[config.mk]
export PLATFORM = sky130hd
export DESIGN_NAME = stepper_half_step_positioner_core
export DESIGN_NICKNAME = d
export VERILOG_FILES = /design/src/hw/rtl/shsp_pkg.sv /design/src/hw/rtl/shsp_div_unit.sv /design/src/hw/rtl/stepper_half_step_positioner_core.sv
export SDC_FILE = /design/constraint.sdc
export NUM_CORES = 2
export LEC_CHECK = 0
export ABC_AREA = 0
export BUFFER_PORTS_ARGS = -buffer_cell sky130_fd_sc_hd__buf_2
export CAP_MARGIN = 30
export CELL_PAD_IN_SITES_DETAIL_PLACEMENT = 0
export CELL_PAD_IN_SITES_GLOBAL_PLACEMENT = 1
export CORE_MARGIN = 2
export CORE_UTILIZATION = 35
export CTS_BUF_LIST = sky130_fd_sc_hd__clkbuf_4 sky130_fd_sc_hd__clkbuf_8
export CTS_CLUSTER_SIZE = 24
export DETAILED_ROUTE_END_ITERATION = 10
export GPL_ROUTABILITY_DRIVEN = 0
export PLACE_DENSITY = 0.62
export SLEW_MARGIN = 15
export SYNTH_ARGS = -nofsm -noshare
export SYNTH_HDL_FRONTEND = slang
export SYNTH_SLANG_ARGS = --single-unit
[constraint.sdc]
create_clock -name clock -period 8.2 [get_ports clock]
set_input_delay 0.82 -clock clock [delete_from_list [all_inputs] [get_ports clock]]
set_output_delay 0.82 -clock clock [all_outputs]
set_load 0.02 [all_outputs]
[src/hw/rtl/shsp_pkg.sv]
package shsp_pkg;

   // default state widths
   localparam int unsigned POSITION_WIDTH_DEF = 32;
   localparam int unsigned TIME_WIDTH_DEF     = 32;

   // fixed field widths
   localparam int unsigned OP_WIDTH        = 3;
   localparam int unsigned FIELD_WIDTH     = 32;
   localparam int unsigned COIL_WIDTH      = 4;
   localparam int unsigned PHASE_WIDTH     = 3;
   localparam int unsigned MODULUS_WIDTH   = 31;
   localparam int unsigned PERIOD_WIDTH    = 20;
   localparam int unsigned JITTER_WIDTH    = 16;
   localparam int unsigned CSR_INDEX_WIDTH = 2;
   localparam int unsigned CSR_DATA_WIDTH  = 31;

   // operation codes
   localparam logic [OP_WIDTH-1:0] OP_TICK     = 3'd0;
   localparam logic [OP_WIDTH-1:0] OP_RELATIVE = 3'd1;
   localparam logic [OP_WIDTH-1:0] OP_ABSOLUTE = 3'd2;
   localparam logic [OP_WIDTH-1:0] OP_STOP     = 3'd3;
   localparam logic [OP_WIDTH-1:0] OP_SET_LOC  = 3'd4;

   // register indexes
   localparam logic [CSR_INDEX_WIDTH-1:0] CSR_WRAP_MODULUS = 2'd0;
   localparam logic [CSR_INDEX_WIDTH-1:0] CSR_STEP_PERIOD  = 2'd1;
   localparam logic [CSR_INDEX_WIDTH-1:0] CSR_JITTER       = 2'd2;

   // register reset values
   localparam logic [MODULUS_WIDTH-1:0] WRAP_MODULUS_RST = 31'd4096;
   localparam logic [PERIOD_WIDTH-1:0]  STEP_PERIOD_RST  = 20'd2000;
   localparam logic [JITTER_WIDTH-1:0]  JITTER_RST       = 16'd0;

   // half-step coil patterns, indexed by phase
   localparam logic [COIL_WIDTH-1:0] COIL_TABLE [8] = '{
      4'b0001, 4'b1001, 4'b1000, 4'b1100, 4'b0100, 4'b0110, 4'b0010, 4'b0011
   };

   // remainder unit status
   typedef struct packed {
      logic                     done;
      logic                     neg;
      logic [MODULUS_WIDTH-1:0] remainder;
   } shsp_div_status_type;

endpackage

[src/hw/rtl/shsp_div_unit.sv]
module shsp_div_unit
   import shsp_pkg::*;
#(
   parameter int unsigned DividendWidth = FIELD_WIDTH
) (
   input  logic                     clock,
   input  logic                     reset,
   input  logic                     start,
   input  logic [DividendWidth-1:0] dividend,
   input  logic [MODULUS_WIDTH-1:0] divisor,
   output shsp_div_status_type      status
);

   localparam int unsigned CountWidth = $clog2(DividendWidth + 1);

   logic [DividendWidth-1:0] mag_ff, mag_in;
   logic [MODULUS_WIDTH-1:0] rem_ff, rem_in;
   logic [MODULUS_WIDTH-1:0] dsr_ff, dsr_in;
   logic [CountWidth-1:0]    cnt_ff, cnt_in;
   logic                     neg_ff, neg_in;
   logic                     prep_ff, prep_in;
   logic                     run_ff, run_in;
   logic                     done_ff, done_in;
   logic [MODULUS_WIDTH:0]   shifted;
   logic [MODULUS_WIDTH:0]   trial;

   // one remainder bit a cycle, restoring
   assign shifted = {rem_ff, mag_ff[DividendWidth-1]};
   assign trial   = shifted - {1'b0, dsr_ff};

   always_comb begin
      mag_in  = mag_ff;
      rem_in  = rem_ff;
      dsr_in  = dsr_ff;
      cnt_in  = cnt_ff;
      neg_in  = neg_ff;
      prep_in = 1'b0;
      run_in  = run_ff;
      done_in = 1'b0;
      if (start) begin
         mag_in  = dividend;
         neg_in  = dividend[DividendWidth-1];
         dsr_in  = divisor;
         rem_in  = '0;
         prep_in = 1'b1;
         run_in  = 1'b0;
      end else if (prep_ff) begin
         // magnitude of the signed dividend
         mag_in = neg_ff ? (DividendWidth'(0) - mag_ff) : mag_ff;
         cnt_in = CountWidth'(DividendWidth);
         run_in = 1'b1;
      end else if (run_ff) begin
         rem_in = trial[MODULUS_WIDTH] ? shifted[MODULUS_WIDTH-1:0]
                                       : trial[MODULUS_WIDTH-1:0];
         mag_in = {mag_ff[DividendWidth-2:0], 1'b0};
         cnt_in = cnt_ff - CountWidth'(1);
         if (cnt_ff == CountWidth'(1)) begin
            run_in  = 1'b0;
            done_in = 1'b1;
         end
      end
   end

   always_ff @(posedge clock) begin
      if (reset) begin
         prep_ff <= 1'b0;
         run_ff  <= 1'b0;
         done_ff <= 1'b0;
      end else begin
         prep_ff <= prep_in;
         run_ff  <= run_in;
         done_ff <= done_in;
      end
      mag_ff <= mag_in;
      rem_ff <= rem_in;
      dsr_ff <= dsr_in;
      cnt_ff <= cnt_in;
      neg_ff <= neg_in;
   end

   assign status.done      = done_ff;
   assign status.neg       = neg_ff;
   assign status.remainder = rem_ff;

endmodule

[src/hw/rtl/stepper_half_step_positioner_core.sv]
// sequence, accept to result beat: tick, relative move, stop, unused codes,
// absolute move or set location without modulus go S_EXEC then S_DONE; a tick that steps adds S_WRAP;
// under a modulus absolute move and set location also pass S_DIV, S_FIX and S_APPLY,
// waiting in S_DIV on the bit-serial remainder unit
// one item at a time, no overlap; req_stall drops once the result is registered
// reset (synchronous, active high): motor state zero, modulus 4096, period 2000 us, jitter 0
module stepper_half_step_positioner_core
   import shsp_pkg::*;
#(
   parameter int unsigned PositionWidth = POSITION_WIDTH_DEF,
   parameter int unsigned TimeWidth     = TIME_WIDTH_DEF
) (
   input  logic                       clock,
   input  logic                       reset,
   // request channel
   input  logic                       req_valid,
   output logic                       req_stall,
   input  logic [OP_WIDTH-1:0]        req_operation,
   input  logic signed [FIELD_WIDTH-1:0] req_amount,
   input  logic [FIELD_WIDTH-1:0]     req_now_us,
   // response channel
   output logic                       rsp_valid,
   input  logic                       rsp_stall,
   output logic [COIL_WIDTH-1:0]      rsp_coil_drive,
   output logic signed [FIELD_WIDTH-1:0] rsp_position,
   output logic signed [FIELD_WIDTH-1:0] rsp_steps_remaining,
   output logic                       rsp_is_moving,
   output logic                       rsp_step_taken,
   // register write channel
   input  logic                       csr_valid,
   output logic                       csr_ready,
   input  logic [CSR_INDEX_WIDTH-1:0] csr_index,
   input  logic [CSR_DATA_WIDTH-1:0]  csr_data
);

   // the remainder unit works on the wider of the position and the amount field
   localparam int unsigned DivWidth   = (PositionWidth > FIELD_WIDTH) ? PositionWidth
                                                                      : FIELD_WIDTH;
   // room for a signed position plus or minus the modulus
   localparam int unsigned ArithWidth = DivWidth + 2;

   // sequencer states
   localparam logic [2:0] S_IDLE  = 3'd0;
   localparam logic [2:0] S_EXEC  = 3'd1;
   localparam logic [2:0] S_DIV   = 3'd2;
   localparam logic [2:0] S_FIX   = 3'd3;
   localparam logic [2:0] S_APPLY = 3'd4;
   localparam logic [2:0] S_WRAP  = 3'd5;
   localparam logic [2:0] S_DONE  = 3'd6;

   logic [2:0] state_ff, state_in;

   // captured request beat
   logic [OP_WIDTH-1:0]           op_ff;
   logic signed [FIELD_WIDTH-1:0] amount_ff;
   logic [FIELD_WIDTH-1:0]        now_ff;

   // configuration registers
   logic [MODULUS_WIDTH-1:0] wrap_modulus_ff, wrap_modulus_in;
   logic [PERIOD_WIDTH-1:0]  step_period_ff, step_period_in;
   logic [JITTER_WIDTH-1:0]  jitter_ff, jitter_in;

   // motor state
   logic [PHASE_WIDTH-1:0]   phase_ff, phase_in;
   logic [COIL_WIDTH-1:0]    coil_ff, coil_in;
   logic [PositionWidth-1:0] position_ff, position_in;
   logic [PositionWidth-1:0] pending_ff, pending_in;
   logic [TimeWidth-1:0]     due_ff, due_in;

   // per-item working registers
   logic                     taken_ff, taken_in;
   logic [MODULUS_WIDTH-1:0] adj_mag_ff, adj_mag_in;
   logic                     adj_neg_ff, adj_neg_in;

   // response registers
   logic                   rsp_valid_ff, rsp_valid_in;
   logic [COIL_WIDTH-1:0]  rsp_coil_ff;
   logic [FIELD_WIDTH-1:0] rsp_position_ff;
   logic [FIELD_WIDTH-1:0] rsp_steps_ff;
   logic                   rsp_moving_ff;
   logic                   rsp_taken_ff;

   logic req_accept;
   logic csr_accept;
   logic rsp_load;

   // remainder unit hookup
   logic                 div_start;
   logic [DivWidth-1:0]  div_dividend;
   shsp_div_status_type  div_status;

   // datapath terms
   logic [DivWidth-1:0]      amount_div;
   logic [PositionWidth-1:0] amount_pos;
   logic [TimeWidth-1:0]     now_time;
   logic [TimeWidth-1:0]     early_time;
   logic                     pend_zero;
   logic                     pend_neg;
   logic                     pend_last;
   logic                     tick_go;
   logic [PHASE_WIDTH-1:0]   phase_next;
   logic [PositionWidth-1:0] rel_sum;
   logic [PositionWidth-1:0] abs_diff;
   logic                     modulus_zero;
   logic signed [ArithWidth-1:0] pos_ext;
   logic signed [ArithWidth-1:0] mod_ext;
   logic signed [ArithWidth-1:0] pos_plus;
   logic signed [ArithWidth-1:0] pos_minus;
   logic                     wrap_high;
   logic [MODULUS_WIDTH-1:0] half_turn;
   logic                     rem_big;
   logic [MODULUS_WIDTH-1:0] rem_sub;
   logic [DivWidth-1:0]      fix_ext;
   logic [DivWidth-1:0]      fix_val;
   logic [PositionWidth-1:0] fix_pos;
   logic                     cmd_apply;
   logic [PositionWidth-1:0] cmd_steps;

   assign req_accept = req_valid && !req_stall;
   assign csr_ready  = 1'b1;
   assign csr_accept = csr_valid && csr_ready;
   assign req_stall  = (state_ff != S_IDLE);

   // result may load when the output register is empty or being drained
   assign rsp_load = (state_ff == S_DONE) && (!rsp_valid_ff || !rsp_stall);

   // amount sign-extended, then cut to the position width
   assign amount_div = DivWidth'(amount_ff);
   assign amount_pos = amount_div[PositionWidth-1:0];

   // step due when due time minus the allowance is at or before now, modulo time width
   assign now_time   = TimeWidth'(now_ff);
   assign early_time = due_ff - TimeWidth'(jitter_ff);

   assign pend_zero = (pending_ff == '0);
   assign pend_neg  = pending_ff[PositionWidth-1];
   assign pend_last = (pending_ff == PositionWidth'(1)) || (pending_ff == '1);
   assign tick_go   = !pend_zero && (early_time <= now_time);

   // clockwise (positive) walks the table backward
   assign phase_next = pend_neg ? (phase_ff + 3'd1) : (phase_ff - 3'd1);

   assign rel_sum  = pending_ff + amount_pos;
   assign abs_diff = amount_pos - position_ff;

   assign modulus_zero = (wrap_modulus_ff == '0);

   // single correction by one modulus after a step
   assign pos_ext   = ArithWidth'($signed(position_ff));
   assign mod_ext   = ArithWidth'(wrap_modulus_ff);
   assign pos_plus  = pos_ext + mod_ext;
   assign pos_minus = pos_ext - mod_ext;
   assign wrap_high = (pos_ext >= mod_ext);

   // remainder post-processing: pull the signed remainder into half a turn,
   // or into [0, modulus) for set location
   assign half_turn = wrap_modulus_ff >> 1;
   assign rem_big   = (div_status.remainder > half_turn);
   assign rem_sub   = wrap_modulus_ff - div_status.remainder;

   assign fix_ext = DivWidth'(adj_mag_ff);
   assign fix_val = adj_neg_ff ? (DivWidth'(0) - fix_ext) : fix_ext;
   assign fix_pos = fix_val[PositionWidth-1:0];

   // register writes
   always_comb begin
      wrap_modulus_in = wrap_modulus_ff;
      step_period_in  = step_period_ff;
      jitter_in       = jitter_ff;
      if (csr_accept) begin
         case (csr_index)
            CSR_WRAP_MODULUS: wrap_modulus_in = csr_data[MODULUS_WIDTH-1:0];
            CSR_STEP_PERIOD:  step_period_in  = csr_data[PERIOD_WIDTH-1:0];
            CSR_JITTER:       jitter_in       = csr_data[JITTER_WIDTH-1:0];
            default: ;
         endcase
      end
   end

   // sequencer
   always_comb begin
      state_in     = state_ff;
      phase_in     = phase_ff;
      coil_in      = coil_ff;
      position_in  = position_ff;
      pending_in   = pending_ff;
      due_in       = due_ff;
      taken_in     = taken_ff;
      adj_mag_in   = adj_mag_ff;
      adj_neg_in   = adj_neg_ff;
      div_start    = 1'b0;
      div_dividend = '0;
      cmd_apply    = 1'b0;
      cmd_steps    = '0;
      case (state_ff)
         S_IDLE: begin
            if (req_accept) begin
               state_in = S_EXEC;
            end
         end
         S_EXEC: begin
            taken_in = 1'b0;
            state_in = S_DONE;
            case (op_ff)
               OP_TICK: begin
                  if (tick_go) begin
                     taken_in    = 1'b1;
                     phase_in    = phase_next;
                     // last step releases the coils
                     coil_in     = pend_last ? '0 : COIL_TABLE[phase_next];
                     position_in = pend_neg ? (position_ff - PositionWidth'(1))
                                            : (position_ff + PositionWidth'(1));
                     pending_in  = pend_neg ? (pending_ff + PositionWidth'(1))
                                            : (pending_ff - PositionWidth'(1));
                     if (!pend_last) begin
                        due_in = due_ff + TimeWidth'(step_period_ff);
                     end
                     state_in = S_WRAP;
                  end
               end
               OP_RELATIVE: begin
                  cmd_apply = 1'b1;
                  cmd_steps = rel_sum;
               end
               OP_ABSOLUTE: begin
                  if (modulus_zero) begin
                     cmd_apply = 1'b1;
                     cmd_steps = abs_diff;
                  end else begin
                     div_start    = 1'b1;
                     div_dividend = DivWidth'($signed(abs_diff));
                     state_in     = S_DIV;
                  end
               end
               OP_STOP: begin
                  // one more step in the current direction
                  pending_in = pend_zero ? '0 : (pend_neg ? '1 : PositionWidth'(1));
               end
               OP_SET_LOC: begin
                  if (modulus_zero) begin
                     position_in = amount_pos;
                  end else begin
                     div_start    = 1'b1;
                     div_dividend = amount_div;
                     state_in     = S_DIV;
                  end
               end
               default: ;
            endcase
         end
         S_DIV: begin
            if (div_status.done) begin
               state_in = S_FIX;
            end
         end
         S_FIX: begin
            if (op_ff == OP_SET_LOC) begin
               // truncated remainder of a negative value folds up by one modulus
               adj_mag_in = (div_status.neg && (div_status.remainder != '0)) ? rem_sub
                                                                             : div_status.remainder;
               adj_neg_in = 1'b0;
            end else begin
               // shortest way round: beyond half a turn goes the other way
               adj_mag_in = rem_big ? rem_sub : div_status.remainder;
               adj_neg_in = rem_big ? !div_status.neg : div_status.neg;
            end
            state_in = S_APPLY;
         end
         S_APPLY: begin
            if (op_ff == OP_SET_LOC) begin
               position_in = fix_pos;
            end else begin
               cmd_apply = 1'b1;
               cmd_steps = fix_pos;
            end
            state_in = S_DONE;
         end
         S_WRAP: begin
            if (!modulus_zero) begin
               if (position_ff[PositionWidth-1]) begin
                  position_in = pos_plus[PositionWidth-1:0];
               end else if (wrap_high) begin
                  position_in = pos_minus[PositionWidth-1:0];
               end
            end
            state_in = S_DONE;
         end
         S_DONE: begin
            if (rsp_load) begin
               state_in = S_IDLE;
            end
         end
         default: begin
            state_in = S_IDLE;
         end
      endcase

      // move command: motion start schedules now, a cancel releases the coils
      if (cmd_apply) begin
         if (pend_zero && (cmd_steps != '0)) begin
            due_in = now_time;
         end else if (!pend_zero && (cmd_steps == '0)) begin
            coil_in = '0;
         end
         pending_in = cmd_steps;
      end
   end

   always_comb begin
      rsp_valid_in = rsp_valid_ff;
      if (rsp_load) begin
         rsp_valid_in = 1'b1;
      end else if (rsp_valid_ff && !rsp_stall) begin
         rsp_valid_in = 1'b0;
      end
   end

   shsp_div_unit #(
      .DividendWidth(DivWidth)
   ) u_div (
      .clock   (clock),
      .reset   (reset),
      .start   (div_start),
      .dividend(div_dividend),
      .divisor (wrap_modulus_ff),
      .status  (div_status)
   );

   always_ff @(posedge clock) begin
      if (reset) begin
         state_ff        <= S_IDLE;
         rsp_valid_ff    <= 1'b0;
         wrap_modulus_ff <= WRAP_MODULUS_RST;
         step_period_ff  <= STEP_PERIOD_RST;
         jitter_ff       <= JITTER_RST;
         phase_ff        <= '0;
         coil_ff         <= '0;
         position_ff     <= '0;
         pending_ff      <= '0;
         due_ff          <= '0;
      end else begin
         state_ff        <= state_in;
         rsp_valid_ff    <= rsp_valid_in;
         wrap_modulus_ff <= wrap_modulus_in;
         step_period_ff  <= step_period_in;
         jitter_ff       <= jitter_in;
         phase_ff        <= phase_in;
         coil_ff         <= coil_in;
         position_ff     <= position_in;
         pending_ff      <= pending_in;
         due_ff          <= due_in;
      end
      // payload
      if (req_accept) begin
         op_ff     <= req_operation;
         amount_ff <= req_amount;
         now_ff    <= req_now_us;
      end
      taken_ff   <= taken_in;
      adj_mag_ff <= adj_mag_in;
      adj_neg_ff <= adj_neg_in;
      if (rsp_load) begin
         rsp_coil_ff     <= coil_ff;
         rsp_position_ff <= FIELD_WIDTH'(position_ff);
         rsp_steps_ff    <= FIELD_WIDTH'(pending_ff);
         rsp_moving_ff   <= !pend_zero;
         rsp_taken_ff    <= taken_ff;
      end
   end

   assign rsp_valid           = rsp_valid_ff;
   assign rsp_coil_drive      = rsp_coil_ff;
   assign rsp_position        = rsp_position_ff;
   assign rsp_steps_remaining = rsp_steps_ff;
   assign rsp_is_moving       = rsp_moving_ff;
   assign rsp_step_taken      = rsp_taken_ff;

endmodule

==> results.ini <==
[timing]
fin_skew_ns=0.0635
setup_viol=0
slew-limit-headroom_pct=36.9
tightest_slew_ns=0.944
rsz0062_at_grt=false
slew_violations=0
min_period_ns=7.30
fin_crit_sh_pct=89.0
fmax_ghz=0.137
hold_viol=0
setup_tns_ns=0

[logic_synthesis]
syn_inst=4316
muxShareOfSynthArea_pct=2.21
ys_ff_latch=448
netlist.area_leader.share_pct=20.1
synth_edf_count=240
synth_adder_area_share_pct=11.9
ys_top_cells_by_area=edfxtp_1 (20%), dfxtp_1 (12%), ha_1 (11%)
synth_area_um2=35800
synth_seq_area_share_pct=31.8
synthArstFlopShare_pct=0
synth_top_family_by_area=compound AO/OA/AOI/OAI gates
syn_area_per_cell_um2=8.29
yosysUniqueCellTypes=97
synth.net_count=4754
synth-simple-area-share_pct=18.4
yosys.area.top_type=edfxtp_1
synth-xor-area-share_pct=5.92
yosys_warnings=0
synthFlopType=edfxtp_1
synth_compound_area_share_pct=24.7

[setup_path]
reg2reg_depth=27
crit_type=reg -> reg
critPathRequiredTime_ns=8.85
critPathArrivalTime_ns=7.95
cp_num_buf_inv=2
critPathMaxFanout=38
slowest_stage=o41ai_1
path_depth=27
worst_path_dominant_cell_family=compound AO/OA/AOI/OAI gates
slowest_delay_ns=0.82
cp-end-kind=flip-flop
cpMostUsedCell=o21ai_0
start_kind=flip-flop
regToRegSetupSlack_ns=0.90

[layout]
layout.cells.non_filler=5882
final_cell_mix=a21oi_1 (462), nand2_1 (383), nor2_1 (373)
drive_gt1_share_pct=10.9
fin_nets=4872
regArea_um2=11400
areaGrowthSynthToFinish_pct=12.1
layout_commonest_cell=a21oi_1
multi_input_area_um2=22700
fill_cells=10600

[flow_run]
cap_violations=0

[detailed_routing]
first_pass_iters=6
drc_errors=0
antenna_left=0
via_per_inst=5.66
wl_mm=138
via_count=33300
first_iter_violations=2551
routedWlPerCell_um=23.4

[global_routing]
grt_max_degree=77
grt_overflow=0
grt_pass1_vias=32000
grt_pass1_wl_mm=205
track_usage_pct=25.8
antenna_found_initial=7

[pwr]
p_leak_nw=16.4
power_density_nw_per_um2=301
ir_drop_v=0.000136

[cts]
clock_latency_ns=0.78
postCtsSetupRepairBufs=0
clock-sinks=448
ctsHoldBuffers=0
cts_htree_levels=3
cts_buffer_depth=3
cts_made_buffers=88
cts.reportedPaths.clkPinSlew_ns=0.06
cts_root_buf=clkbuf_8
cts_resized=0
cts_tree=yes

[hold_path]
hold_path_class=in -> reg
hold_path_depth=1

[place]
dp_cells=5711
io_buffer_count=176
dp_hpwl_mm=106

[floorplanning]
die_area_um2=105000
pin_count=178
row_count=117
coreArea_um2=102000
start_util_pct=35.2
fp.dieH_um=324
die_w_um=324

[run_status]
outcome=complete, no violations

[worst register-to-register path: stages, from the launching register on]
cell       delay [ns]
dfxtp_1          0.38
inv_1            0.06
ha_1             0.26
nor2b_1          0.11
o21ai_0          0.10
a21boi_0         0.28
o21ai_0          0.15
a21boi_0         0.34
o2111a_1         0.25
a2111oi_0        0.10
o41ai_1          0.82
nand3b_1         0.14
a21oi_1          0.41
nor3_1           0.14
xor2_1           0.16
ha_1             0.30
a21o_1           0.18
a21o_1           0.17
a21oi_1          0.13
o21ai_0          0.12
a211oi_1         0.51
o21ai_0          0.35
or3_1            0.61
buf_4            0.33
nor3b_1          0.30
xnor2_1          0.15
nor2_1           0.05
mux2_4           0.29
[registers in the layout, summed over array words and instances, names as in the netlist, 32 cells and up]
name and cells:
rsp_position 32, due_ff 32, amount_div 32, u_div.mag_ff 32, position_ff 32, rsp_steps_remaining 32, pending_ff 32, now_ff 32
[routing by layer]
| layer | global-route usage [%] | up-vias | wire, µm |
|---|---|---|---|
| met2 | 42.1 | 925 | 63100 |
| met3 | 3.87 | 224 | 7040 |
| met1 | 34.7 | 16000 | 62600 |
| met5 | 0 | - | 44 |
| li1 | - | 16100 | - |
| met4 | 8.96 | 6 | 4830 |
[path summary, 6_finish.rpt]
check | from | end
worst min-delay path | req_amount[29] | amount_div[29]$_DFFE_PP_
worst max-delay path | jitter_ff[1]$_SDFFE_PP0P_ | due_ff[25]$_SDFF_PP0_
worst min register to register | coil_ff[2]$_SDFF_PP0_ | rsp_coil_drive[2]$_DFFE_PP_
worst max register to register | jitter_ff[1]$_SDFFE_PP0P_ | due_ff[25]$_SDFF_PP0_
[cell usage after synthesis (all sizes together) (17+ instances only)]
library cell  instances
inv                 272
nand4                42
edfxtp              240
nor2                375
xor2                112
buf                  21
dfxtp               208
clkbuf              190
mux2i                34
a21o                113
a31oi                42
nor3                122
or3                  48
o21ai               294
nand2b               63
a21oi               463
o221ai               20
a211oi               49
nor2b                47
a221oi               42
and3                 32
and2                 24
o21a                 36
o31ai                32
or2                  17
o21bai               21
o211ai               58
nor4                 44
ha                  323
or4                  21
mux2                 31
nand3                80
nand2               383
xnor2               130
[power breakdown]
group	leakage, nW	internal (mW)	switching [mW]
registers	3.92	2.75	0.517
logic	11.4	2.43	3.83
clock network	1.05	1.42	1.13
[cell families (layout without fill, tap and decap cells)]
family | count (synthesis) | in the layout
flip-flops | 448 | 448
multiplexers | 65 | 65
buffers and inverters | 485 | 679
AO/OA/AOI/OAI | 1382 | 1382
other | 1 | 5
adder cells (fa/ha/maj) | 333 | 333
AND/OR/NAND/NOR | 1360 | 1360
XOR/XNOR | 242 | 242
[per-stage QoR]
| step | area (µm²) | power, mW | setup slack (ns) | util, % | hold slack (ns) |
|---|---|---|---|---|---|
| 6_report | 40100 | 12.1 | 0.900 | 39.5 | 0.216 |
| 3_3_place_gp | 38100 | 9.50 | 0.995 | 37.5 | 0.426 |
| 5_1_grt | 40100 | 13.0 | 0.0481 | 39.5 | 0.165 |
| 2_1_floorplan | 35800 | 7.65 | 2.29 | - | 0.400 |
| 4_1_cts | 40100 | 12.1 | 0.834 | 39.5 | 0.140 |
| 3_5_place_dp | 38100 | 9.49 | 0.888 | 37.5 | 0.421 |
[layout make-up]
class / count / area share (%)
multi-input combinational: 3383 / 56.5
sequential: 448 / 28.4
timing repair buffer: 239 / 3.42
antenna: 4 / 0.0250
tap: 1368 / 4.27
clock inverter: 37 / 0.798
inverter: 274 / 2.56
clock buffer: 129 / 4.05
Power figures use the tool's default switching activity.
